[config.mk]
export PLATFORM = sky130hd
export DESIGN_NAME = spe_phase
export DESIGN_NICKNAME = d
export VERILOG_FILES = /design/src/rtl/spe_pkg.sv /design/src/rtl/spe_phase.sv
export SDC_FILE = /design/constraint.sdc
export NUM_CORES = 1
export LEC_CHECK = 0
export BUFFER_PORTS_ARGS = -buffer_cell sky130_fd_sc_hd__buf_2
export CORE_MARGIN = 3
export CORE_UTILIZATION = 55
export CTS_CLUSTER_DIAMETER = 40
export CTS_CLUSTER_SIZE = 20
export DETAILED_ROUTE_END_ITERATION = 8
export GPL_TIMING_DRIVEN = 0
export PLACE_DENSITY = 0.78
export SLEW_MARGIN = 20
export SYNTH_ARGS = -nofsm -noshare
export SYNTH_HDL_FRONTEND = slang
export SYNTH_SLANG_ARGS = --single-unit
[constraint.sdc]
create_clock -name aclk -period 10.3 [get_ports aclk]
set_input_delay 1.545 -clock aclk [delete_from_list [all_inputs] [get_ports aclk]]
set_output_delay 1.545 -clock aclk [all_outputs]
set_load 0.01 [all_outputs]
[src/rtl/spe_pkg.sv]
// Shared types, constants and elaboration-time table functions for the position encoder.
package spe_pkg;

    localparam int DIM_DEFAULT          = 128;
    localparam int CORDIC_STEPS_DEFAULT = 16;

    localparam int POS_W   = 12;
    localparam int PAIR_W  = 6;
    localparam int VAL_W   = 16;
    localparam int RESID_W = 30;
    // CORDIC datapath width: Q30 values plus sign and headroom
    localparam int CW      = 33;

    localparam logic [63:0] LOG2_TENK_Q32  = 64'd57070290109;
    localparam logic [63:0] LN2_Q32        = 64'd2977044472;
    localparam logic [63:0] INV_TWO_PI_Q32 = 64'd683565276;
    localparam logic signed [CW-1:0] CORDIC_GAIN_Q30 = 33'sd652032874;

    typedef enum logic [1:0] {
        QUAD_0,
        QUAD_1,
        QUAD_2,
        QUAD_3
    } quad_t;

    typedef struct packed {
        logic [POS_W-1:0]  position;
        logic [PAIR_W-1:0] pair_index;
    } in_beat_t;

    typedef struct packed {
        logic signed [VAL_W-1:0] sin_value;
        logic signed [VAL_W-1:0] cos_value;
    } out_beat_t;

    typedef struct packed {
        logic               blank;
        quad_t              quad;
        logic [RESID_W-1:0] resid;
    } phase_beat_t;

    typedef struct packed {
        logic                 blank;
        quad_t                quad;
        logic signed [CW-1:0] x;
        logic signed [CW-1:0] y;
        logic signed [CW-1:0] z;
    } cordic_beat_t;

    // Pair frequency in turns per position (UQ0.32) from the Q32 exponent 2i*log2(1e4)/DIM
    function automatic logic [31:0] pair_frequency(input logic [63:0] exp_q32);
        logic [63:0] u;
        logic [63:0] v;
        logic [63:0] term;
        logic [63:0] pos_sum;
        logic [63:0] neg_sum;
        logic [63:0] m;
        logic [63:0] prod;
        int          sh;
        sh      = 32 + int'(exp_q32 >> 32);
        u       = {32'd0, exp_q32[31:0]};
        v       = (u * LN2_Q32) >> 32;
        term    = 64'd1 << 32;
        pos_sum = term;
        neg_sum = 64'd0;
        // exp(-v) by Taylor series, odd terms subtract
        for (int n = 1; n <= 20; n++) begin
            term = ((term * v) >> 32) / 64'(n);
            if ((n & 1) != 0) neg_sum = neg_sum + term;
            else              pos_sum = pos_sum + term;
        end
        m = pos_sum - neg_sum;
        if (sh >= 63) return 32'd0;
        prod = (m * INV_TWO_PI_Q32 + (64'd1 << (sh - 1))) >> sh;
        return prod[31:0];
    endfunction

    // atan(2^-j) in units of 2^-32 turn
    function automatic logic [31:0] arc_turns(input int j);
        logic [63:0] t;
        logic [63:0] piece;
        logic [63:0] prod;
        int          d;
        if (j == 0) return 32'd1 << 29;
        t = 64'd0;
        for (int n = 0; j * (2 * n + 1) <= 60; n++) begin
            d     = 2 * n + 1;
            piece = (64'd1 << (60 - j * d)) / 64'(d);
            if ((n & 1) != 0) t = t - piece;
            else              t = t + piece;
        end
        prod = ((t >> 28) * INV_TWO_PI_Q32 + (64'd1 << 31)) >> 32;
        return prod[31:0];
    endfunction

endpackage

[src/rtl/spe_phase.sv]
// Frequency table lookup and phase multiply: two pipeline stages.
module spe_phase #(
    parameter int DIM = spe_pkg::DIM_DEFAULT
) (
    input  logic                 aclk,
    input  logic                 aresetn,
    input  logic                 in_valid,
    output logic                 in_ready,
    input  spe_pkg::in_beat_t    in_data,
    output logic                 out_valid,
    input  logic                 out_ready,
    output spe_pkg::phase_beat_t out_data
);

    localparam int PAIR_SLOTS = 2 ** spe_pkg::PAIR_W;
    localparam int PAIRS      = DIM / 2;

    logic [31:0] freq_rom [PAIR_SLOTS];

    for (genvar g = 0; g < PAIR_SLOTS; g++) begin : g_freq
        localparam logic [63:0] EXP_Q32 = (64'(2 * g) * spe_pkg::LOG2_TENK_Q32) / 64'(DIM);
        localparam logic [31:0] FREQ    =
            (g < PAIRS) ? spe_pkg::pair_frequency(EXP_Q32) : 32'd0;
        assign freq_rom[g] = FREQ;
    end

    logic                       v1_reg;
    logic [spe_pkg::POS_W-1:0]  pos1_reg;
    logic [31:0]                freq1_reg;
    logic                       blank1_reg;
    logic                       blank1_next;
    logic                       v2_reg;
    spe_pkg::phase_beat_t       data2_reg;
    spe_pkg::phase_beat_t       data2_next;
    logic [31:0]                phase;
    logic                       en1;
    logic                       en2;

    assign en2      = !v2_reg || out_ready;
    assign en1      = !v1_reg || en2;
    assign in_ready = en1;

    // pairs past the table have no columns: force a zero result
    assign blank1_next = int'(in_data.pair_index) >= PAIRS;

    assign phase = 32'(pos1_reg) * freq1_reg;

    always_comb begin
        data2_next.blank = blank1_reg;
        data2_next.quad  = spe_pkg::quad_t'(phase[31:30]);
        data2_next.resid = phase[spe_pkg::RESID_W-1:0];
    end

    always_ff @(posedge aclk) begin
        if (!aresetn) begin
            v1_reg <= 1'b0;
            v2_reg <= 1'b0;
        end else begin
            if (en1) v1_reg <= in_valid;
            if (en2) v2_reg <= v1_reg;
        end
    end

    always_ff @(posedge aclk) begin
        if (en1 && in_valid) begin
            pos1_reg   <= in_data.position;
            freq1_reg  <= freq_rom[in_data.pair_index];
            blank1_reg <= blank1_next;
        end
        if (en2 && v1_reg) begin
            data2_reg <= data2_next;
        end
    end

    assign out_valid = v2_reg;
    assign out_data  = data2_reg;

endmodule

Word-level counts from Yosys, hierarchy flattened
Memory sizes are Yosys's and may differ from the RTL's. A register that Yosys moved wholly into a read port is not among the register bits.
Cells that the tools add are included.
{"block": "word_totals", "reg_bits": 46, "latchBits": 0, "mem_bits_rw": 0, "mem_bits_ro": 2048, "in_bits": 22, "mem_count": 1}
{"name": "(no name shown)", "depth": 64, "word_bits": 32, "rd": 1, "rd_clocked_by_memory_dff": 1, "wr": 0, "line_no": "spe_phase.sv:67", "source": "freq1_reg <= freq_rom[in_data.pair_index];"}
{"block": "classes", "n_addsub": 0, "multipliers": 1, "div_mod_pow": 0, "magnitude_cmp": 0, "n_eq_ne": 0, "shifts": 0, "mux": 0, "bitwise": 1, "reduce_logical": 6}
{"op": "$mul A12 B32 Y32", "count": 1}
{"op": "$not A6 Y7", "count": 1}
{"op": "$logic_and A1 B1 Y1", "count": 2}
{"op": "$logic_not A1 Y1", "count": 2}
{"op": "$logic_or A1 B1 Y1", "count": 2}

Depth between registers and ports, before layout
{"block": "depth", "depth_word": 4, "depth_mapped": 22, "mapped_depth_nobuf": 20}

Worst setup path before layout
OpenSTA, ideal clock, no wires.
{"block": "synth_path", "path_kind": "register to register", "from": "register pos1_reg[3] in the netlist's numbering", "to": "register data2_reg (netlist bit out_data[30]), data pin", "setup_time_ps": 258, "arrival_ps": 5174, "setup_slack_ps": 4868, "path_stages_with_launch": 21, "n_path_buf": 2, "synth_period_minus_slack_ps": 5432, "cell_sequence": "edfxtp_1 -> clkbuf_1 -> clkbuf_1 -> nand2_1 -> fa_1 -> fa_1 -> inv_1 -> fa_1 -> fa_1 -> inv_1 -> fa_1 -> inv_1 -> ha_1 -> a21o_1 -> a21o_1 -> a21oi_2 -> nand3_1 -> o22ai_2 -> o21ai_2 -> o41a_1 -> xor2_1"}
{"block": "synth_via", "elab_chain_cells": 1}
{"item": "start: declaration", "line_no": "spe_phase.sv:28", "source": "logic [spe_pkg::POS_W-1:0] pos1_reg;"}
{"item": "start signal: assignment", "line_no": "spe_phase.sv:66", "source": "pos1_reg <= in_data.position;"}
{"item": "$mul A12 B32 Y32", "line_no": "spe_phase.sv:46", "source": "assign phase = 32'(pos1_reg) * freq1_reg;"}
{"item": "via phase[30]", "line_no": "spe_phase.sv:35", "source": "logic [31:0] phase;"}
{"item": "end signal: assignment", "line_no": "spe_phase.sv:71", "source": "data2_reg <= data2_next;"}
{"item": "end: declaration", "line_no": "spe_phase.sv:33", "source": "spe_pkg::phase_beat_t data2_reg;"}
The timed path passes the listed nets, and every way through them passes these cells.
A chain may end at the register's enable or synchronous reset.

Final worst setup path
{"block": "layout_path", "from": "register pos1_reg[4] in the netlist's numbering", "to": "register data2_reg (netlist bit out_data[30]), data pin"}
Same word-level chain as after synthesis.

==> flow_summary.toml <==
[global_routing]
grt_max_degree = 36
grt_pass1_wl_um = 73000
grt_pass1_vias = 12800
antenna_found_initial = 1
grt_overflow = 0
track_usage = 0.364

[setup_path]
critPathCaptureType = "flop"
worstPathCellList = "clkbuf_1 -> buf_1 -> nand2_1 -> fa_1 -> fa_1 -> inv_1 -> fa_1 -> fa_1 -> inv_1 -> fa_1 -> inv_1 -> ha_1 -> a21o_1 -> a21o_1 -> a21oi_2 -> nand3_1 -> o22ai_2 -> o21ai_2 -> o41a_1 -> xor2_1"
max_stage_delay_ns = 0.62
r2r_slack_ns = 3.60
crit_slowest_cell = "buf_1"
cpMostUsedCell = "fa_1"
cp.arrival_ns = 6.80
timing.rr.start = "pos1_reg[4]"
critPathKind = "flop to flop"
cp_top_family = "adder cells"
ff2ff_path_depth = 20
r2r_end = "out_data[30]"
crit_fanout = 10
cp.required_ns = 10.40
crit_buf_inv = 5
startpoint_type = "flop"

[timing]
finalSetupTns_ns = 0
drv_slew = 0
hold_violations = 0
min_period_over_period = 0.650
rsz0062_at_grt = "no"
layout_setup_ws_ns = 3.60
period_needed_ns = 6.70
setup_violations = 0
skew_ns = 0.00970
tightest_slew_ns = 0.912
max_freq_mhz = 149
max-slew-margin-rel = 0.392

[pwr]
switching_share = 0.515
p_clk_frac = 0.055
p_int_mw = 2.77
ir_drop_uv = 547
sequentialPowerShare = 0.120
switchingPower_mw = 2.94
pwr-share-comb = 0.825
power.density_nw_per_um2 = 389
p_leak_nw = 6.71

[yosys]
synthTopCellsByArea = "fa_1, edfxtp_1, nand2_1"
avgSynthCellArea_sq_um = 8.64
synth-edff-count = 74
async_flop_share = 0
ys_types = 65
yosysWarnings = 0
ys_seq_elements = 76
synth_most_common_cell = "nand2_1"
synthFlopType = "edfxtp_1"
netlist_top_cells_count = "nand2_1, inv_1, fa_1"
synth_area_sq_um = 13700
synth_largest_area_cell = "fa_1"
ys_seq_area_frac = 0.165
yosys.area.top_type_share = 0.348
syn-num-nets = 1908
syn_inst = 1586

[clock_network]
post_cts_buffers = 0
cts.htree.levels = 3
clock_latency_ns = 0.35
clockRootBuffer = "clkbuf_16"
cts_sinks = 76
cts_hold_buf = 0
cts_tree = "done"
clk_pin_slew_ns = 0.07
cts_buffers = 9
cts_resized = 0
cts_buffer_depth = 2

[cells_and_area]
fin_cells = 1981
largest_reg_flops = 32
area_growth_pct = 7.28
final_nets = 1974
fill_cells = 2073
drive_above_1_share = 0.0634
antenna_cells = 0

[floorplan]
core-area_sq_um = 24400
num_io_pins = 57
die_w_um = 164
die_area_sq_um = 26800
rows = 57
die_h_um = 164
start_util = 0.562

[routing]
vias = 12000
vias_per_cell = 6.05
routedWlPerCell_um = 23.9
wl_um = 47400
first_iter_violations = 1369
drc = 0
first_pass_iters = 6
ant_nets = 0

[place]
port_buffers = 53
hpwlAfterDp_um = 36600
place_congestion = 1.05
place_inst = 1965
preCtsSetupSlack_ns = 3.65

[run]
drv_cap = 0

[worst_hold_path]
hold_end = "out_valid"
min_from = "v1_reg"
hold_path_class = "flop to flop"
holdPathStages = 1

[status]
outcome = "completed"
## cells in the final DEF, fill, tap and decap left out, types with 4 or more instances in the layout
cell and n:
a211oi_1 10, a21o_1 10, a21oi_1 84, a21oi_2 4, a311oi_1 7, a31oi_1 13, and2_1 97, and3_1 7
buf_1 10, buf_2 61, clkbuf_1 84, clkbuf_16 9, edfxtp_1 74, fa_1 238, ha_1 62, inv_1 281
mux4_2 5, nand2_1 291, nand2b_1 11, nand3_1 17, nor2_1 66, nor2b_1 10, nor3_1 13, o211ai_1 6
o21a_1 6, o21ai_0 50, o21bai_1 4, o22ai_1 9, o311ai_0 7, o31ai_1 4, or2_2 8, xnor2_1 33
xor2_1 11
## per-layer routing
| layer | vias to the layer above | wire length (um) | GRT usage |
|---|---|---|---|
| met1 | 5892 | 17100 | 0.428 |
| met5 | - | 14 | 0 |
| met2 | 793 | 23100 | 0.625 |
| met4 | 2 | 3160 | 0.208 |
| li1 | 5090 | - | - |
| met3 | 205 | 3940 | 0.0668 |
## power by group through the flow
stage	registers [mW]	clock network, mW	logic [mW]
finish	0.684	0.314	4.72
global route	0.692	0.330	5.28
detailed placement	0.690	0	4.62
global placement	0.689	0	4.34
floorplan	0.719	0	3.53
CTS	0.685	0.315	4.65
## cell type report
cell class	count	area, sq um	share of cell area
multi-input combinational	1124	9990	0.679
sequential	76	2260	0.154
inverter	284	1070	0.0725
tap	324	405	0.0276
buffer	102	397	0.0270
timing repair buffer	55	305	0.0208
clock buffer	10	229	0.0156
clock inverter	6	48.8	0.00332
## stage by stage
step | hold slack [ns] | instance area [sq um] | util | power [mW]
floorplan | 0.477 | 13700 | - | 4.25
global placement | 0.489 | 14400 | 0.589 | 5.03
detailed placement | 0.531 | 14400 | 0.591 | 5.31
CTS | 0.546 | 14700 | 0.603 | 5.65
global route | 0.576 | 14700 | 0.603 | 6.30
finish | 0.540 | 14700 | 0.603 | 5.72
## worst max-delay path by stage
| stage | startpoint | to | slack, ns | depth (start not counted) |
|---|---|---|---|---|
| 2_1_floorplan | pos1_reg[3] | out_data[30] | 4.87 | 20 |
| 3_3_place_gp | pos1_reg[4] | out_data[30] | 3.75 | 20 |
| 3_5_place_dp | pos1_reg[4] | out_data[30] | 3.65 | 20 |
| 4_1_cts | pos1_reg[4] | out_data[30] | 3.64 | 20 |
| 5_1_grt | pos1_reg[4] | out_data[30] | 3.37 | 20 |
| 6_report | pos1_reg[4] | out_data[30] | 3.60 | 20 |
## worst reg2reg max path, cell delays in order (launching register included)
cell and delay, ns:
edfxtp_1 0.33, clkbuf_1 0.58, buf_1 0.63, nand2_1 0.16, fa_1 0.51, fa_1 0.51, inv_1 0.06, fa_1 0.51
fa_1 0.49, inv_1 0.05, fa_1 0.47, inv_1 0.05, ha_1 0.35, a21o_1 0.20, a21o_1 0.18, a21oi_2 0.15
nand3_1 0.11, o22ai_2 0.42, o21ai_2 0.14, o41a_1 0.37, xor2_1 0.17
## cells by family (layout without fill, tap and decap cells)
kind of cell    Yosys count  count (layout)  share of synthesized area
flops                    76              76                      0.165
other cells               1               1                   0.000274
simple gates            528             528                      0.174
compound gates          245             245                      0.113
fa+ha+maj               300             300                      0.404
buf+inv                 386             457                      0.107
mux                       6               6                    0.00895
xor+xnor                 44              44                     0.0281
(Power assumes the default switching activity.)
