[config.mk]
export PLATFORM = sky130hd
export DESIGN_NAME = spe_cordic
export DESIGN_NICKNAME = d
export VERILOG_FILES = /design/src/rtl/spe_pkg.sv /design/src/rtl/spe_cordic.sv
export SDC_FILE = /design/constraint.sdc
export NUM_CORES = 2
export LEC_CHECK = 0
export BUFFER_PORTS_ARGS = -buffer_cell sky130_fd_sc_hd__buf_2
export CORE_ASPECT_RATIO = 0.5
export CORE_MARGIN = 10
export CORE_UTILIZATION = 35
export CTS_CLUSTER_SIZE = 28
export DETAILED_ROUTE_END_ITERATION = 12
export SETUP_SLACK_MARGIN = 0.02
export SLEW_MARGIN = 10
export SYNTH_ARGS = -nofsm -noshare
export SYNTH_HDL_FRONTEND = slang
export SYNTH_SLANG_ARGS = --single-unit
[constraint.sdc]
create_clock -name aclk -period 11.55 [get_ports aclk]
set_input_delay 0.5775 -clock aclk [delete_from_list [all_inputs] [get_ports aclk]]
set_output_delay 0.5775 -clock aclk [all_outputs]
set_load 0.05 [all_outputs]
[src/rtl/spe_pkg.sv]
// Shared types, constants and elaboration-time table functions for the position encoder.
package spe_pkg;

    localparam int DIM_DEFAULT          = 128;
    localparam int CORDIC_STEPS_DEFAULT = 16;

    localparam int POS_W   = 12;
    localparam int PAIR_W  = 6;
    localparam int VAL_W   = 16;
    localparam int RESID_W = 30;
    // CORDIC datapath width: Q30 values plus sign and headroom
    localparam int CW      = 33;

    localparam logic [63:0] LOG2_TENK_Q32  = 64'd57070290109;
    localparam logic [63:0] LN2_Q32        = 64'd2977044472;
    localparam logic [63:0] INV_TWO_PI_Q32 = 64'd683565276;
    localparam logic signed [CW-1:0] CORDIC_GAIN_Q30 = 33'sd652032874;

    typedef enum logic [1:0] {
        QUAD_0,
        QUAD_1,
        QUAD_2,
        QUAD_3
    } quad_t;

    typedef struct packed {
        logic [POS_W-1:0]  position;
        logic [PAIR_W-1:0] pair_index;
    } in_beat_t;

    typedef struct packed {
        logic signed [VAL_W-1:0] sin_value;
        logic signed [VAL_W-1:0] cos_value;
    } out_beat_t;

    typedef struct packed {
        logic               blank;
        quad_t              quad;
        logic [RESID_W-1:0] resid;
    } phase_beat_t;

    typedef struct packed {
        logic                 blank;
        quad_t                quad;
        logic signed [CW-1:0] x;
        logic signed [CW-1:0] y;
        logic signed [CW-1:0] z;
    } cordic_beat_t;

    // Pair frequency in turns per position (UQ0.32) from the Q32 exponent 2i*log2(1e4)/DIM
    function automatic logic [31:0] pair_frequency(input logic [63:0] exp_q32);
        logic [63:0] u;
        logic [63:0] v;
        logic [63:0] term;
        logic [63:0] pos_sum;
        logic [63:0] neg_sum;
        logic [63:0] m;
        logic [63:0] prod;
        int          sh;
        sh      = 32 + int'(exp_q32 >> 32);
        u       = {32'd0, exp_q32[31:0]};
        v       = (u * LN2_Q32) >> 32;
        term    = 64'd1 << 32;
        pos_sum = term;
        neg_sum = 64'd0;
        // exp(-v) by Taylor series, odd terms subtract
        for (int n = 1; n <= 20; n++) begin
            term = ((term * v) >> 32) / 64'(n);
            if ((n & 1) != 0) neg_sum = neg_sum + term;
            else              pos_sum = pos_sum + term;
        end
        m = pos_sum - neg_sum;
        if (sh >= 63) return 32'd0;
        prod = (m * INV_TWO_PI_Q32 + (64'd1 << (sh - 1))) >> sh;
        return prod[31:0];
    endfunction

    // atan(2^-j) in units of 2^-32 turn
    function automatic logic [31:0] arc_turns(input int j);
        logic [63:0] t;
        logic [63:0] piece;
        logic [63:0] prod;
        int          d;
        if (j == 0) return 32'd1 << 29;
        t = 64'd0;
        for (int n = 0; j * (2 * n + 1) <= 60; n++) begin
            d     = 2 * n + 1;
            piece = (64'd1 << (60 - j * d)) / 64'(d);
            if ((n & 1) != 0) t = t - piece;
            else              t = t + piece;
        end
        prod = ((t >> 28) * INV_TWO_PI_Q32 + (64'd1 << 31)) >> 32;
        return prod[31:0];
    endfunction

endpackage

[src/rtl/spe_cordic.sv]
// Unrolled rotation-mode CORDIC, one micro-rotation per register stage.
module spe_cordic #(
    parameter int CORDIC_STEPS = spe_pkg::CORDIC_STEPS_DEFAULT
) (
    input  logic                  aclk,
    input  logic                  aresetn,
    input  logic                  in_valid,
    output logic                  in_ready,
    input  spe_pkg::phase_beat_t  in_data,
    output logic                  out_valid,
    input  logic                  out_ready,
    output spe_pkg::cordic_beat_t out_data
);

    localparam int CW = spe_pkg::CW;

    logic                  v_reg  [CORDIC_STEPS];
    spe_pkg::cordic_beat_t st_reg [CORDIC_STEPS];
    logic                  en     [CORDIC_STEPS+1];
    spe_pkg::cordic_beat_t init;

    always_comb begin
        init.blank = in_data.blank;
        init.quad  = in_data.quad;
        init.x     = spe_pkg::CORDIC_GAIN_Q30;
        init.y     = '0;
        init.z     = $signed(CW'(in_data.resid));
    end

    assign en[CORDIC_STEPS] = out_ready;
    assign in_ready         = en[0];

    for (genvar g = 0; g < CORDIC_STEPS; g++) begin : g_stage
        localparam logic [31:0]          ARC_U = spe_pkg::arc_turns(g);
        localparam logic signed [CW-1:0] ARC   = $signed(CW'(ARC_U));

        spe_pkg::cordic_beat_t src;
        spe_pkg::cordic_beat_t st_next;
        logic                  src_valid;
        logic signed [CW-1:0]  xs;
        logic signed [CW-1:0]  ys;
        logic signed [CW-1:0]  zs;

        if (g == 0) begin : g_first
            assign src       = init;
            assign src_valid = in_valid;
        end else begin : g_rest
            assign src       = st_reg[g-1];
            assign src_valid = v_reg[g-1];
        end

        // a stage may take a new beat when empty or when its beat moves on
        assign en[g] = !v_reg[g] || en[g+1];

        always_comb begin
            xs      = src.x;
            ys      = src.y;
            zs      = src.z;
            st_next = src;
            if (!zs[CW-1]) begin
                st_next.x = xs - (ys >>> g);
                st_next.y = ys + (xs >>> g);
                st_next.z = zs - ARC;
            end else begin
                st_next.x = xs + (ys >>> g);
                st_next.y = ys - (xs >>> g);
                st_next.z = zs + ARC;
            end
        end

        always_ff @(posedge aclk) begin
            if (!aresetn) begin
                v_reg[g] <= 1'b0;
            end else if (en[g]) begin
                v_reg[g] <= src_valid;
            end
        end

        always_ff @(posedge aclk) begin
            if (en[g] && src_valid) begin
                st_reg[g] <= st_next;
            end
        end
    end

    assign out_valid = v_reg[CORDIC_STEPS-1];
    assign out_data  = st_reg[CORDIC_STEPS-1];

endmodule

# After elaboration in Yosys (flattened, before gate mapping)
# Memory sizes are Yosys's and may differ from the RTL's.
# Cells that the tools add are included.
dict set report op_classes {
  n_addsub 91
  mux 112
  bitwise 16
  n_reduce_logical 48
}
# operator count
set op_table {}
lappend op_table {{99-bit 2-to-1 mux} 15}
lappend op_table {{1-bit 2-to-1 mux} 97}
lappend op_table {{33-bit by 18-bit adder with 33-bit output} 2}
lappend op_table {{33-bit by 19-bit adder with 33-bit output} 2}
lappend op_table {{33-bit by 20-bit adder with 33-bit output} 2}
lappend op_table {{33-bit by 21-bit adder with 33-bit output} 2}
lappend op_table {{33-bit by 22-bit adder with 33-bit output} 2}
lappend op_table {{33-bit by 23-bit adder with 33-bit output} 2}
lappend op_table {{33-bit by 24-bit adder with 33-bit output} 2}
lappend op_table {{33-bit by 25-bit adder with 33-bit output} 2}
lappend op_table {{33-bit by 26-bit adder with 33-bit output} 2}
lappend op_table {{33-bit by 27-bit adder with 33-bit output} 2}
lappend op_table {{33-bit by 28-bit adder with 33-bit output} 2}
lappend op_table {{33-bit by 29-bit adder with 33-bit output} 2}
lappend op_table {{33-bit by 30-bit adder with 33-bit output} 2}
lappend op_table {{33-bit by 31-bit adder with 33-bit output} 2}
lappend op_table {{33-bit by 32-bit adder with 33-bit output} 2}
lappend op_table {{33-bit by 18-bit subtractor with 33-bit output} 2}
lappend op_table {{33-bit by 19-bit subtractor with 33-bit output} 2}
lappend op_table {{33-bit by 20-bit subtractor with 33-bit output} 2}
lappend op_table {{33-bit by 21-bit subtractor with 33-bit output} 2}
lappend op_table {{33-bit by 22-bit subtractor with 33-bit output} 2}
lappend op_table {{33-bit by 23-bit subtractor with 33-bit output} 2}
lappend op_table {{33-bit by 24-bit subtractor with 33-bit output} 2}
lappend op_table {{other kinds (43)} 111}
dict set report totals {
  regBits 0
  mem_bits_rw 1648
  input_bits 37
  output_inout_bits 104
  word_cells 269
  mem_count 2
}
# memory words width rd rd_clocked_by_memory_dff write_ports line_no
set mem_list {}
lappend mem_list {st_reg 16 102 16 0 16 spe_cordic.sv:18} ;# spe_pkg::cordic_beat_t st_reg [CORDIC_STEPS];
lappend mem_list {v_reg 16 1 16 0 16 spe_cordic.sv:17} ;# logic v_reg [CORDIC_STEPS];

# Depth between registers and ports, before layout
# An unclocked memory read counts as a cell.
dict set report depth {
  ltp_word 22
  mapped_depth 20
  depth_no_buf 20
}

# Worst setup path before layout
# OpenSTA, ideal clock, no wires.
dict set report synth_path {
  path_type {register to register}
  from {memory v_reg[15][0], in the netlist v_reg[1][7]}
  to {memory st_reg[1][0] (netlist name) (enable)}
  setup_ns 0.718
  t_arrival_ns 9.027
  required_time_ns 10.832
  slack_ns 1.805
  path_stages_with_launch 7
  n_path_buf 1
  synth_period_minus_slack_ns 9.745
  path_cell_list {edfxtp_1 nor2b_1 and4_1 and3_1 and2_1 clkbuf_1 a21boi_0}
}
# item line_no
set synth_rtl {}
lappend synth_rtl {{start, declared} spe_cordic.sv:17}
lappend synth_rtl {{end, declared} spe_cordic.sv:18}

==> results.md <==
Route:
- The first-pass iteration count of the detailed router is 6.
- In the final routed layout, each cell accounts on average for about 17 µm.
- The number of vias in the routed layout is slightly above 90000.
- The final layout contains routed wiring with a total length of 291000 µm.
- In the routed design, unresolved DRC markers number 0.
- The first routing iteration left around 5800 violations.
- The via-per-instance ratio is ~5.2.
- The count of nets left with antenna violations once routing finished came out at 0.

Worst setup path:
- STA classifies the critical path startpoint as a flop.
- For this run, the slowest stage of the critical path takes ~570 ps.
- Along the worst path, the maximum fanout reaches 5.
- STA classifies the critical path endpoint as a flop.
- The critical path is of the reg2reg type.
- Walking the worst path, the cells encountered are inv_1 -> ha_1 -> nor3b_1 -> nor4b_1 -> nand2_1 -> nor4_1 -> nor2_1 -> xnor2_1 -> ha_1 -> a21o_1 -> a21oi_1 -> nor2b_1 -> a311oi_1 -> o2111a_1 -> nor4_1 -> o41ai_1 -> nand4b_1 -> a21oi_1 -> or4_1.
- The most critical setup path has its startpoint at st_reg[1][281].
- The critical path data arrival time is 6390 ps.
- For the worst setup path, the data required time is between 10000 and 15000 ps.
- In this run the critical register-to-register path is launched from st_reg[1][281].
- The cell with the biggest individual delay on the critical path is sky130_fd_sc_hd__nor4b_1.

Floorplanning:
- The height of the die is between 400 and 500 µm.
- The width of the die is roughly 860 µm.
- The die outline area is about 0.37 mm².
- The number of placement rows is approximately 150.
- The top-level port count is 141.
- The total core area is about 0.35 mm².
- For this configuration, the core starts out at a cell density of about a third.

Clock tree:
- The H-tree generated during clock tree synthesis spans 4 levels.
- Post-CTS repair changed the size of 0 cells.
- The clock transition time at the flip-flop clock pins of the worst setup and hold paths is 60 ps.
- For this design, the sink count on the clock tree is 1513.
- The total clock buffers created by CTS is about 170.
- At the later pin of the worst-skew pair, clock insertion delay measures around 880 ps.
- TritonCTS built the clock tree.
- No sink is reached through more buffers than the 4 on the longest clock path.
- The cell at the root of the clock tree is sky130_fd_sc_hd__clkbuf_16.

Synthesis:
- Summing every instance area after synthesis gives 0.122 mm².
- The async set or reset register ratio after synthesis is 0%.
- The area share of the largest cell type after synthesis is approximately 37%.
- For this run, the register share of the synthesized area comes to a little under two fifths.
- For this run, the leading register cell type out of synthesis is sky130_fd_sc_hd__edfxtp_1.
- The cell count after synthesis is ~13000.
- In the synthesized netlist, the cells that appear most often are sky130_fd_sc_hd__edfxtp_1, sky130_fd_sc_hd__ha_1, sky130_fd_sc_hd__a21oi_1.
- The biggest area contributor in the post-synthesis netlist is sky130_fd_sc_hd__edfxtp_1.
- Yosys printed 0 warnings.
- The number of unique standard cell types used by synthesis is a little over 90.
- The number of synthesized flops with an enable pin is between 1500 and 2000.
- The average footprint of a synthesized cell is slightly below 10 µm².
- Synthesis produced a netlist with a net count of 13964.
- The number of storage elements in the synthesis netlist is approximately 1500.
- By area the synthesized netlist is led by sky130_fd_sc_hd__edfxtp_1, sky130_fd_sc_hd__ha_1, sky130_fd_sc_hd__xnor2_1, sky130_fd_sc_hd__a21oi_1, sky130_fd_sc_hd__xor2_1.
- Among all cell types in the netlist, the one instantiated most often is sky130_fd_sc_hd__edfxtp_1.

Timing:
- Setup repair after global routing left no endpoint under its margin.
- The final worst hold slack is 196 ps.
- The relative slew slack is 24.8%.
- The final number of hold-violating endpoints came to 0.
- The worst-case clock skew is 69.1 ps.
- The number of setup violations in the final report is 0.
- The final cycle utilization of the critical path is between 50% and 60%.
- Derived from the worst setup path, the maximum achievable clock frequency is about 170 MHz.
- At the pin with the least slew margin, the transition time is around 1100 ps.
- After routing, the total negative slack on setup checks comes to 0 ps.
- Subtracting the final worst setup slack from the clock period gives just under 6000 ps.
- The max-slew violation count is 0.

Layout:
- The layout-stage area growth over the synthesis result is 9.92%.
- The final core utilization is between 30% and 40%.
- The repair_antennas step left the layout with diodes totalling 0.
- After the last flow step, the layout net total stands at between 10000 and 15000.
- The register with the most flip-flops in the layout has 1497 of them.
- The share of cells above drive strength 1 is 4.82%.

GRT:
- The number of global-route vias before repair is ~89000.
- The global-route wire length before repair is approximately 470000 µm.
- Global routing used 14.8% of the available tracks across all layers.
- The number of antenna violations at the first check in global routing was 0.
- The aggregate global routing overflow is 0.
- Entering global routing, the biggest net connects 97 pins.

Placed design:
- The port buffer count is 140.
- The half-perimeter wire length after detailed placement is between 200000 and 250000 µm.
- The congestion estimate from routability-driven global placement came to ~0.90.

Min path:
- The worst min-delay path class is in2reg.
- The origin of the worst min-delay path is out_ready.

Status:
- The run finished with clean final reports.

Power:
- The ratio of total power to cell area is 94.4 mW/mm².
- The analysis attributes to cell leakage a power of 0.0532 µW.
- The power after layout is roughly 13000 µW.
- VDD sags by at most about 110 µV.

Job:
- The max-cap check violation count is 0.
-- final timing paths --
| check | cells after the start | to | slack, ps |
|---|---|---|---|
| max | 19 | st_reg[1][368] | 5740 |
| min | 3 | v_reg[1][7] | 200 |
| max reg2reg | 19 | st_reg[1][368] | 5740 |
| min reg2reg | 0 | st_reg[1][306] | 420 |
-- per-layer routing --
layer / up-vias / share of wire, % / GRT usage, %
met5: - / 0 / 0
met4: 0 / 3.3 / 4.71
met3: 501 / 3.2 / 1.77
met2: 1571 / 47 / 25.7
met1: 42456 / 46 / 19.1
li1: 47158 / - / -
-- report_power, final --
group	switching (µW)	leakage [µW]	internal, µW	total, µW
Combinational	671	0.0369	524	1200
Clock	2290	0.00256	3020	5310
Sequential	53.6	0.0137	6120	6170
-- layout make-up --
type	count	area [µm²]
clock inverter	105	983
inverter	572	2150
multi-input combinational	10275	74100
clock buffer	187	4280
fill	34171	213000
tap	4650	5820
sequential	1513	45400
timing repair buffer	243	1560
-- stage by stage --
stage,worst slack [ps],area (µm²),std cells
floorplan,1800,122000,12524
global route,5160,134000,17545
global placement,5710,129000,17219
detailed placement,5810,129000,17219
CTS,5750,134000,17545
finish,5740,134000,17545
-- layout by cell type, fill, tap and decap left out, drive strengths merged, types with 33 or more instances in the layout --
| cell type | n |
|---|---|
| inv | 575 |
| dlygate4sd3 | 34 |
| xnor2 | 1168 |
| xor2 | 573 |
| or3 | 78 |
| o211ai | 64 |
| a211oi | 116 |
| fa | 41 |
| nand4 | 85 |
| and4 | 34 |
| mux2i | 72 |
| nor4 | 71 |
| nor3 | 347 |
| a31oi | 135 |
| a31o | 33 |
| o41ai | 47 |
| a21boi | 53 |
| o31ai | 60 |
| clkbuf | 187 |
| ha | 1362 |
| o21a | 183 |
| a21o | 624 |
| or2 | 42 |
| a21oi | 1332 |
| clkinv | 71 |
| or4 | 43 |
| o21bai | 161 |
| nor2 | 1054 |
| buf | 209 |
| and2 | 96 |
| nand2 | 617 |
| edfxtp | 1512 |
| mux2 | 49 |
| and3 | 134 |
| nor2b | 156 |
| nor3b | 48 |
| o21ai | 616 |
| nand2b | 174 |
| nand3 | 210 |
-- logic make-up (layout without fill, tap and decap cells) --
family	count (synthesis)	after routing	share of synthesized area, %
flip-flops	1513	1513	37.2
XOR/XNOR	1741	1741	12.5
buffers and inverters	736	1107	2.27
adder cells (fa/ha/maj)	1403	1403	14.6
AO/OA/AOI/OAI	3755	3755	19.4
AND/OR/NAND/NOR	3255	3255	13.0
multiplexers	121	121	1.04
-- critical path, delay by kind of cell (launching register included) --
family,cells,cell delay (ps)
buffers and inverters,1,90
AOI/OAI and AO/OA,6,1580
xor gates and xnor gates,1,170
and+or+nand+nor,9,2730
adders and majority gates,2,520
DFF,1,460
-- what timing repair did --
| item | 4_1_cts | 5_1_grt |
|---|---|---|
| endpoints found under the setup margin | 0 | 0 |
| hold buffers | 34 | 0 |
| hold endpoints to repair | 34 | 0 |
| buffers inserted | 0 | 0 |
Power figures use the tool's default switching activity.
