### src/rtl/spe_pkg.sv
// Shared types, constants and elaboration-time table functions for the position encoder.
package spe_pkg;

    localparam int DIM_DEFAULT          = 128;
    localparam int CORDIC_STEPS_DEFAULT = 16;

    localparam int POS_W   = 12;
    localparam int PAIR_W  = 6;
    localparam int VAL_W   = 16;
    localparam int RESID_W = 30;
    // CORDIC datapath width: Q30 values plus sign and headroom
    localparam int CW      = 33;

    localparam logic [63:0] LOG2_TENK_Q32  = 64'd57070290109;
    localparam logic [63:0] LN2_Q32        = 64'd2977044472;
    localparam logic [63:0] INV_TWO_PI_Q32 = 64'd683565276;
    localparam logic signed [CW-1:0] CORDIC_GAIN_Q30 = 33'sd652032874;

    typedef enum logic [1:0] {
        QUAD_0,
        QUAD_1,
        QUAD_2,
        QUAD_3
    } quad_t;

    typedef struct packed {
        logic [POS_W-1:0]  position;
        logic [PAIR_W-1:0] pair_index;
    } in_beat_t;

    typedef struct packed {
        logic signed [VAL_W-1:0] sin_value;
        logic signed [VAL_W-1:0] cos_value;
    } out_beat_t;

    typedef struct packed {
        logic               blank;
        quad_t              quad;
        logic [RESID_W-1:0] resid;
    } phase_beat_t;

    typedef struct packed {
        logic                 blank;
        quad_t                quad;
        logic signed [CW-1:0] x;
        logic signed [CW-1:0] y;
        logic signed [CW-1:0] z;
    } cordic_beat_t;

    // Pair frequency in turns per position (UQ0.32) from the Q32 exponent 2i*log2(1e4)/DIM
    function automatic logic [31:0] pair_frequency(input logic [63:0] exp_q32);
        logic [63:0] u;
        logic [63:0] v;
        logic [63:0] term;
        logic [63:0] pos_sum;
        logic [63:0] neg_sum;
        logic [63:0] m;
        logic [63:0] prod;
        int          sh;
        sh      = 32 + int'(exp_q32 >> 32);
        u       = {32'd0, exp_q32[31:0]};
        v       = (u * LN2_Q32) >> 32;
        term    = 64'd1 << 32;
        pos_sum = term;
        neg_sum = 64'd0;
        // exp(-v) by Taylor series, odd terms subtract
        for (int n = 1; n <= 20; n++) begin
            term = ((term * v) >> 32) / 64'(n);
            if ((n & 1) != 0) neg_sum = neg_sum + term;
            else              pos_sum = pos_sum + term;
        end
        m = pos_sum - neg_sum;
        if (sh >= 63) return 32'd0;
        prod = (m * INV_TWO_PI_Q32 + (64'd1 << (sh - 1))) >> sh;
        return prod[31:0];
    endfunction

    // atan(2^-j) in units of 2^-32 turn
    function automatic logic [31:0] arc_turns(input int j);
        logic [63:0] t;
        logic [63:0] piece;
        logic [63:0] prod;
        int          d;
        if (j == 0) return 32'd1 << 29;
        t = 64'd0;
        for (int n = 0; j * (2 * n + 1) <= 60; n++) begin
            d     = 2 * n + 1;
            piece = (64'd1 << (60 - j * d)) / 64'(d);
            if ((n & 1) != 0) t = t - piece;
            else              t = t + piece;
        end
        prod = ((t >> 28) * INV_TWO_PI_Q32 + (64'd1 << 31)) >> 32;
        return prod[31:0];
    endfunction

endpackage

### src/rtl/spe_out.sv
// Quadrant fold, Q1.15 rounding with saturation, and the output register.
module spe_out (
    input  logic                  aclk,
    input  logic                  aresetn,
    input  logic                  in_valid,
    output logic                  in_ready,
    input  spe_pkg::cordic_beat_t in_data,
    output logic                  m_valid,
    input  logic                  m_ready,
    output spe_pkg::out_beat_t    m_data
);

    localparam int CW    = spe_pkg::CW;
    localparam int VAL_W = spe_pkg::VAL_W;

    function automatic logic signed [VAL_W-1:0] to_q15(input logic signed [CW:0] v);
        logic signed [CW:0]    biased;
        logic signed [CW-15:0] r;
        biased = v + $signed((CW+1)'(16384));
        r      = biased[CW:15];
        if (r > $signed((CW-14)'(32767)))       return 16'sh7FFF;
        else if (r < -$signed((CW-14)'(32768))) return 16'sh8000;
        else                                    return r[VAL_W-1:0];
    endfunction

    logic                 m_valid_reg;
    spe_pkg::out_beat_t   m_data_reg;
    spe_pkg::out_beat_t   m_data_next;
    logic signed [CW:0]   xe;
    logic signed [CW:0]   ye;
    logic signed [CW:0]   s;
    logic signed [CW:0]   c;

    assign in_ready = !m_valid_reg || m_ready;

    assign xe = (CW+1)'(in_data.x);
    assign ye = (CW+1)'(in_data.y);

    // rotate the first-quadrant result into the quadrant of the phase
    always_comb begin
        unique case (in_data.quad)
            spe_pkg::QUAD_0: begin s = ye;  c = xe;  end
            spe_pkg::QUAD_1: begin s = xe;  c = -ye; end
            spe_pkg::QUAD_2: begin s = -ye; c = -xe; end
            spe_pkg::QUAD_3: begin s = -xe; c = ye;  end
            default:         begin s = ye;  c = xe;  end
        endcase
    end

    always_comb begin
        if (in_data.blank) begin
            m_data_next.sin_value = '0;
            m_data_next.cos_value = '0;
        end else begin
            m_data_next.sin_value = to_q15(s);
            m_data_next.cos_value = to_q15(c);
        end
    end

    always_ff @(posedge aclk) begin
        if (!aresetn) begin
            m_valid_reg <= 1'b0;
        end else if (in_ready) begin
            m_valid_reg <= in_valid;
        end
    end

    always_ff @(posedge aclk) begin
        if (in_ready && in_valid) begin
            m_data_reg <= m_data_next;
        end
    end

    assign m_valid = m_valid_reg;
    assign m_data  = m_data_reg;

endmodule

### config.mk
export PLATFORM = sky130hd
export DESIGN_NAME = spe_out
export DESIGN_NICKNAME = d
export VERILOG_FILES = /design/src/rtl/spe_pkg.sv /design/src/rtl/spe_out.sv
export SDC_FILE = /design/constraint.sdc
export NUM_CORES = 1
export LEC_CHECK = 0
export ABC_AREA = 1
export BUFFER_PORTS_ARGS = -buffer_cell sky130_fd_sc_hd__buf_2
export CAP_MARGIN = 25
export CORE_AREA = 3 3 99 101
export CTS_CLUSTER_SIZE = 12
export DETAILED_ROUTE_END_ITERATION = 10
export DIE_AREA = 0 0 102 104
export GPL_TIMING_DRIVEN = 0
export PLACE_DENSITY = 0.89
export SETUP_SLACK_MARGIN = 0.4
export SYNTH_ARGS = -nofsm -noshare
export SYNTH_HDL_FRONTEND = slang
export SYNTH_SLANG_ARGS = --single-unit
### constraint.sdc
create_clock -name aclk -period 5.65 [get_ports aclk]
set_clock_uncertainty 0.2 [all_clocks]
set_input_delay 0 -clock aclk [delete_from_list [all_inputs] [get_ports aclk]]
set_output_delay 0 -clock aclk [all_outputs]
set_load 0.005 [all_outputs]
Yosys cells after proc, flatten, opt, wreduce, memory -nomap -nowiden
Cells that the tools add are included.
Operators by class
  add/sub/neg operators: 4
  magnitude comparators: 4
  equal/unequal tests: 3
  muxes and demuxes: 6
  reduce and logical (&&, ||, !) cells: 6
Operator list (number)
  $pmux W34 S4: 2
  $add A34 B16 Y34 const B: 2
  $neg A33 Y34: 2
  $gt A19 B16 Y1 const B: 2
  $lt A19 B16 Y1 const B: 2
  $mux W16: 2
  $mux W15: 2
  $eq A2 B2 Y1 const B: 2
  $reduce_or A2 Y1: 2
  $eq A2 B1 Y1 const B: 1
  $logic_not A2 Y1: 1
  $logic_and A1 B1 Y1: 1
  $logic_not A1 Y1: 1
  $logic_or A1 B1 Y1: 1
Storage, ports and cells
  register bits after elaboration: 33
  bits of input ports: 106

Logic depth before layout (Yosys ltp)
Gate-level depths: netlist of run 1.
  word-level depth: 6
  gate-level depth with buffers: 22
  depth with buffers taken out: 21

Worst setup path after synthesis of run 1
No wires, ideal clock.
  path kind: register to register
  start: register m_valid_reg, in the netlist m_valid
  end: register m_data_reg, in the netlist m_data[0], enable pin
  library setup time: 0.432 ns
  arrival: 1.933 ns
  required time: 5.018 ns
  slack: 3.085 ns
  cell stages (with the launch flop): 2
  buffers on the path: 0
  clock period less this slack: 2.565 ns
  cell sequence: dfxtp_1 -> a21oi_1
Between the ends
  cells in the longest elaborated chain, start to end: 3
Ends and longest elaborated chain
  start: declaration: line spe_out.sv:26  | logic m_valid_reg;
  start signal: assignment: line spe_out.sv:64  | m_valid_reg <= in_valid;
  $logic_not A1 Y1: line spe_out.sv:34  | assign in_ready = !m_valid_reg || m_ready;
  $logic_or A1 B1 Y1: line spe_out.sv:34
  $logic_and A1 B1 Y1: line spe_out.sv:69  | if (in_ready && in_valid) begin
  end signal: assignment: line spe_out.sv:70  | m_data_reg <= m_data_next;
  end: declaration: line spe_out.sv:27  | spe_pkg::out_beat_t m_data_reg;
Every way passes these cells.
A chain may end at the register's enable or synchronous reset.

Final worst setup path of run 1
  start: input in_data[34] (netlist bit)
  end: register m_data_reg, in the netlist m_data[26], data pin
Between the ends
  cells in the longest elaborated chain, start to end: 6
  elaborated cells on any way between the ends: 7
  those cells by class: add/sub (2); order compare (2); mux (3)
Ends and longest elaborated chain
  start: declaration: line spe_out.sv:7  | input spe_pkg::cordic_beat_t in_data,
  $neg A33 Y34: line spe_out.sv:44  | spe_pkg::QUAD_2: begin s = -ye; c = -xe; end
  $pmux W34 S4 *: line spe_out.sv:41  | unique case (in_data.quad)
  $add A34 B16 Y34 *: line spe_out.sv:19  | biased = v + $signed((CW+1)'(16384));
  $lt A19 B16 Y1: line spe_out.sv:22  | else if (r < -$signed((CW-14)'(32768))) return 16'sh8000;
  $mux W16: line spe_out.sv:22
  $mux W15 *: line spe_out.sv:21  | if (r > $signed((CW-14)'(32767))) return 16'sh7FFF;
Every way passes the cells marked *; elsewhere a longest branch is shown, timed or not.

==> impl_metrics.ini, run 1 <==
[global_routing]
grt_pass1_wl_mm = 28.0
grt_max_degree = 33
grt_pass1_vias = 5786
overflow = 0
grt_use_total = 0.328
antenna_found_initial = 0

[setup_path]
worst_path_max_delay_cell = ha_1
crit_start = in_data[34]
r2r-end = m_data[20]
r2r_cells = 2
worstReg2RegStart = m_valid
worstPathRequired_ns = 5.49
critPathMaxStageDelay_ns = 0.28
cp.arrival_ns = 2.92
regToRegSetupSlack_ns = 4.02
crit_fanout = 10
crit_chain = buf_2, nor2_1, nand2_1, nor2_1, nand2_1, nand2_1, nand3_1, nand3_1, nand2_1, inv_2, ha_1, nand3_1, nor2_2, nand3_2, inv_1, nand2_1, nand2_1, nand2_1, inv_1, nand3_2, nand3_2, buf_6, nand2_1
path_class = in -> reg
cp-end-kind = flip-flop
crit_end = m_data[26]
start_kind = input port
worst_path_most_repeated_cell = nand2_1

[finish]
fin_nets = 1122
diodes = 0
drive_gt1_frac = 0.230
area_delta_synth_final_pct = 15.8
largest_reg_flops = 32

[synth]
syn_area_sq_um = 5250
synth_cells = 897
synth_ff_type = edfxtp_1
yosys.area_share.simple = 0.612
syn_area_per_cell_sq_um = 5.85
async_reset_ff_frac = 0
yosys.area.top_type = nand2_1
synth_edf_count = 32
synth_fa_ha_area_frac = 0.00477
yosysUniqueCellTypes = 40
synth_mux_area_frac = 0
synth_seq_cells = 33
synthTopCellsByArea = nand2_1 (20%), edfxtp_1 (18%), nand3_1 (13%), nor2_1 (9.2%), inv_1 (5.3%)
yosysSeqAreaShare = 0.187
synth_top_family_by_area = simple AND/OR/NAND/NOR gates
synth_compound_area_frac = 0.0601
synth.top_cell.area_share = 0.202
syn_nets = 1005
yosys_warnings = 0
synth_xor_area_frac = 0.0484

[hold_path]
hp-class = in -> reg

[floorplan]
ioPinCount = 140
fp.dieW_microns = 102
coreArea_sq_um = 9110
die_h_microns = 104
rows = 35
initial_utilization = 0.576
die_area_sq_um = 10600

[sta]
tightest_slew_ns = 0.592
post-route-min-period_ns = 3.07
setup_viol = 0
hold_viol = 0
fmax_ghz = 0.325
slew_headroom = 0.605
maxSlewViolCount = 0
fin_tns_setup_ns = 0
timing.final.ws_setup_ns = 2.58
min_period_over_period = 0.544
rsz0062_at_grt = no

[detailed_routing]
drtIter0Drc = 769
dr.pass1.iters = 6
vias_per_cell = 5.74
ant_nets = 0
met2_length_mm = 7.81
num_vias = 6459
met3_length_mm = 1.87
drt-met1-wl_mm = 6.73
wl_mm = 17.4
wl_per_cell_microns = 15.5
drc_errors = 0
topRoutingLayerUsed = met4

[power]
clockPowerShare = 0.198
p_seq_frac = 0.346
p_sw_uw = 358
power.internal_uw = 526
leakage_nw = 2.80
p_per_area_nw_per_um2 = 146
p_sw_frac = 0.405
ir_drop_mv = 0.0753
p_comb_frac = 0.456

[clock_tree]
cts.clk_slew.worst_paths_ns = 0.07
insertion_delay_ns = 0.29
ctsHoldBuffers = 3
cts_setup_buffers = 0
cts_tree = built
clock-sinks = 33
cts_buffer_depth = 2
cts_resized = 0
htreeDepth = 2
numCtsBuffers = 5
cts-root-buf = clkbuf_8

[place]
place_ws_ns = 2.36
port_buffers = 104
hpwl_mm = 14.2
place_congestion = 1.04

[flow_run]
drv_cap = 0

[status]
status = finished, final reports clean
-- cells in the mapped netlist, types with 2 or more instances --
library cell	n
inv_1	74
nand2_2	22
inv_2	8
edfxtp_1	32
or2_2	6
buf_2	8
nand3_1	140
xnor2_1	10
o21ai_1	10
nor2_4	14
nand3_2	12
nor2_1	129
buf_6	3
and2_1	2
ha_1	2
nand4_1	20
buf_4	6
nand3_4	3
a21oi_1	3
nor3_1	2
nor2_8	3
xor2_1	19
nand2_1	282
nor2_2	25
nand3b_1	3
clkbuf_1	8
nand3b_2	2
nand2_4	3
o21ai_0	35
-- power groups by stage --
stage | registers, mW | logic, mW | clock network (mW)
floorplan | 0.316 | 0.254 | 0
global route | 0.309 | 0.445 | 0.188
detailed placement | 0.312 | 0.389 | 0
finish | 0.306 | 0.403 | 0.175
global placement | 0.311 | 0.380 | 0
CTS | 0.307 | 0.392 | 0.178
-- logic make-up after synthesis --
group | after synthesis
fa+ha+maj | 2
simple gates | 670
xor+xnor | 29
flops | 33
buf+inv | 108
compound gates | 55
-- layout make-up --
class                      count  area [sq um]
buffer                        25           149
clock buffer                   5          68.8
clock inverter                 3          17.5
fill                         887          3040
inverter                      83           312
multi-input combinational    756          3820
sequential                    33           981
tap                          111           139
timing repair buffer         110           591
-- layer usage --
metal  vias up  GRT usage
li1       3131          -
met1      2815      0.431
met2       433      0.514
met3        80     0.0563
met4         0      0.161
met5         -          0
-- critical path: cells and delay by family --
kind	cells	cell delay [ns]
adders and majority gates	1	0.28
and+or+nand+nor	17	2.11
buffers and inverters	5	0.52
-- per-stage QoR --
| step | utilization | power, mW | std cells | instance area (sq um) | hold WS (ns) |
|---|---|---|---|---|---|
| floorplan | - | 0.570 | 897 | 5250 | -0.104 |
| global placement | 0.648 | 0.692 | 1112 | 5910 | 0.0569 |
| detailed placement | 0.650 | 0.701 | 1112 | 5920 | 0.0626 |
| CTS | 0.662 | 0.877 | 1123 | 6030 | 0.0681 |
| global route | 0.667 | 0.941 | 1126 | 6070 | 0.149 |
| finish | 0.667 | 0.885 | 1126 | 6070 | 0.127 |
-- cells in the final DEF, fill, tap and decap left out, types with 2 or more instances in the layout --
cell type / synthesis / layout
and2_1: 2 / 2
buf_2: 8 / 112
edfxtp_1: 32 / 32
o21ai_1: 10 / 10
xnor2_1: 10 / 10
nor2_4: 14 / 14
clkinv_2: 0 / 2
buf_4: 6 / 6
dlygate4sd3_1: 0 / 5
nand3_2: 12 / 12
nand3b_1: 3 / 3
nand2_2: 22 / 22
or2_2: 6 / 6
nand3_4: 3 / 3
buf_6: 3 / 3
ha_1: 2 / 2
clkbuf_8: 0 / 5
inv_1: 74 / 74
nand4_1: 20 / 20
nand2_1: 282 / 282
nor3_1: 2 / 2
nand3_1: 140 / 140
a21oi_1: 3 / 2
nor2_1: 129 / 129
nor2_2: 25 / 25
nand2_4: 3 / 3
inv_2: 8 / 8
clkbuf_1: 8 / 8
xor2_1: 19 / 19
o21ai_0: 35 / 35
nand3b_2: 2 / 2
nor2_8: 3 / 3
-- how the worst min path moves through the flow --
stage | start | end | slack [ns] | cells after the start
5_1_grt | m_ready | m_data[19] | 0.15 | 4
3_5_place_dp | aresetn | m_valid | 0.06 | 2
2_1_floorplan | m_ready | in_ready | -0.10 | 2
3_3_place_gp | aresetn | m_valid | 0.06 | 2
6_report | m_ready | m_data[19] | 0.13 | 4
4_1_cts | in_valid | m_data[21] | 0.07 | 3
(Power assumes the default switching activity.)
==> run 2, diff against run 1 <==
Settings changed: CORE_AREA 3 3 99 101 to 3 3 102 104, DIE_AREA 0 0 102 104 to 0 0 105 107, PLACE_DENSITY 0.89 to 0.85.
Clock period 5.65 ns to 3.22 ns, I/O delays scaled along.
==> impl_metrics.ini, run 2 (synthesis gave the netlist of run 1 again) <==
[status]
status = finished, final reports clean

[sta]
rsz0062_at_grt = no
tightest_slew_ns = 0.910
setup_viol = 0
post-route-min-period_ns = 2.65
fmax_ghz = 0.377
finalHoldWorstSlack_ns = 0.0778
timing.final.ws_setup_ns = 0.570
fin_tns_setup_ns = 0
maxSlewViolCount = 0
slew_headroom = 0.392
min_period_over_period = 0.823
hold_viol = 0

[detailed_routing]
wl_mm = 17.8
ant_nets = 0
num_vias = 6605
drtIter0Drc = 731
wl_per_cell_microns = 15.4
dr.pass1.iters = 8
drc_errors = 0
vias_per_cell = 5.72

[floorplan]
rows = 36
die_area_sq_um = 11200
fp.dieW_microns = 105
initial_utilization = 0.544
ioPinCount = 140
coreArea_sq_um = 9640
die_h_microns = 107

[global_routing]
grt_pass1_vias = 5851
grt_pass1_wl_mm = 27.9
overflow = 0
grt_max_degree = 33
grt_use_total = 0.304
antenna_found_initial = 0

[clock_tree]
insertion_delay_ns = 0.29
htreeDepth = 2
numCtsBuffers = 5
cts_tree = built
clock-sinks = 33
cts-root-buf = clkbuf_8
cts_buffer_depth = 2
cts.clk_slew.worst_paths_ns = 0.07

[setup_path]
crit_fanout = 10
start_kind = input port
path_class = in -> reg
cp.arrival_ns = 2.49
worstPathRequired_ns = 3.06
cp-end-kind = flip-flop

[finish]
diodes = 0
largest_reg_flops = 32
area_delta_synth_final_pct = 21.3
seq_area_sq_um = 981
multi_input_area_sq_um = 3990
fin_nets = 1128
final_common_cell = nand2_1
layout_common_cells = nand2_1 (276), nand3_1 (139), buf_2 (112)
drive_gt1_frac = 0.272
fillers = 959

[hold_path]
hp-class = in -> reg

[power]
leakage_nw = 2.86
ir_drop_mv = 0.196
p_per_area_nw_per_um2 = 273

[flow_run]
drv_cap = 0

[place]
port_buffers = 104
place_congestion = 1.04
hpwl_mm = 13.8
place_ws_ns = 0.00340
[run 2: layer usage]
layer	global-route usage	vias to the layer above	routed length, microns
li1	-	3151	-
met1	0.388	2923	6810
met2	0.490	436	8090
met3	0.0644	95	1920
met4	0.148	0	957
met5	0	-	0
[run 2: worst paths after layout]
kind	cells after the start	slack, ns	to	start
worst max register to register	1	1.57	m_data[5]	m_valid
worst min register to register	1	0.64	m_data[20]	m_valid
worst min-delay path	3	0.08	m_data[20]	in_valid
worst max-delay path	17	0.57	m_data[7]	in_data[100]
[run 2: stage by stage]
step	power [mW]	instances	util	area [sq um]
2_1_floorplan	1.00	897	-	5250
3_3_place_gp	1.21	1134	0.616	5930
3_5_place_dp	1.22	1134	0.617	5940
4_1_cts	1.69	1145	0.636	6130
5_1_grt	1.83	1154	0.660	6370
6_report	1.74	1154	0.660	6370
[run 2: layout make-up]
type / instances / area share
multi-input combinational: 756 / 0.627
timing repair buffer: 116 / 0.0991
sequential: 33 / 0.154
clock buffer: 5 / 0.0108
clock inverter: 3 / 0.0102
inverter: 83 / 0.0489
buffer: 25 / 0.0234
tap: 133 / 0.0261
[run 2: critical path, stage by stage]
cell	delay, ns
buf_4	0.16
inv_2	0.12
nor2_4	0.18
buf_2	0.31
nand3_1	0.12
nand4_1	0.16
ha_2	0.24
nand3_4	0.10
nor2_8	0.15
nand3_4	0.09
nor2_4	0.15
nand4_1	0.13
nand2_2	0.13
nand3_1	0.11
nand3_2	0.11
buf_4	0.17
nand2_1	0.06
[run 2: report_power, final]
part | total, mW | internal (mW) | switching [mW]
clock network | 0.464 | 0.307 | 0.156
logic | 0.737 | 0.255 | 0.482
registers | 0.537 | 0.528 | 0.00864
[run 2: what timing repair did]
action,CTS,global route
endpoints found under the hold margin,3,0
resized for setup,4,48
hold buffers,3,0
setup buffers,0,9
setup endpoints to repair,11,25
cloned,0,0
pin swaps,0,6
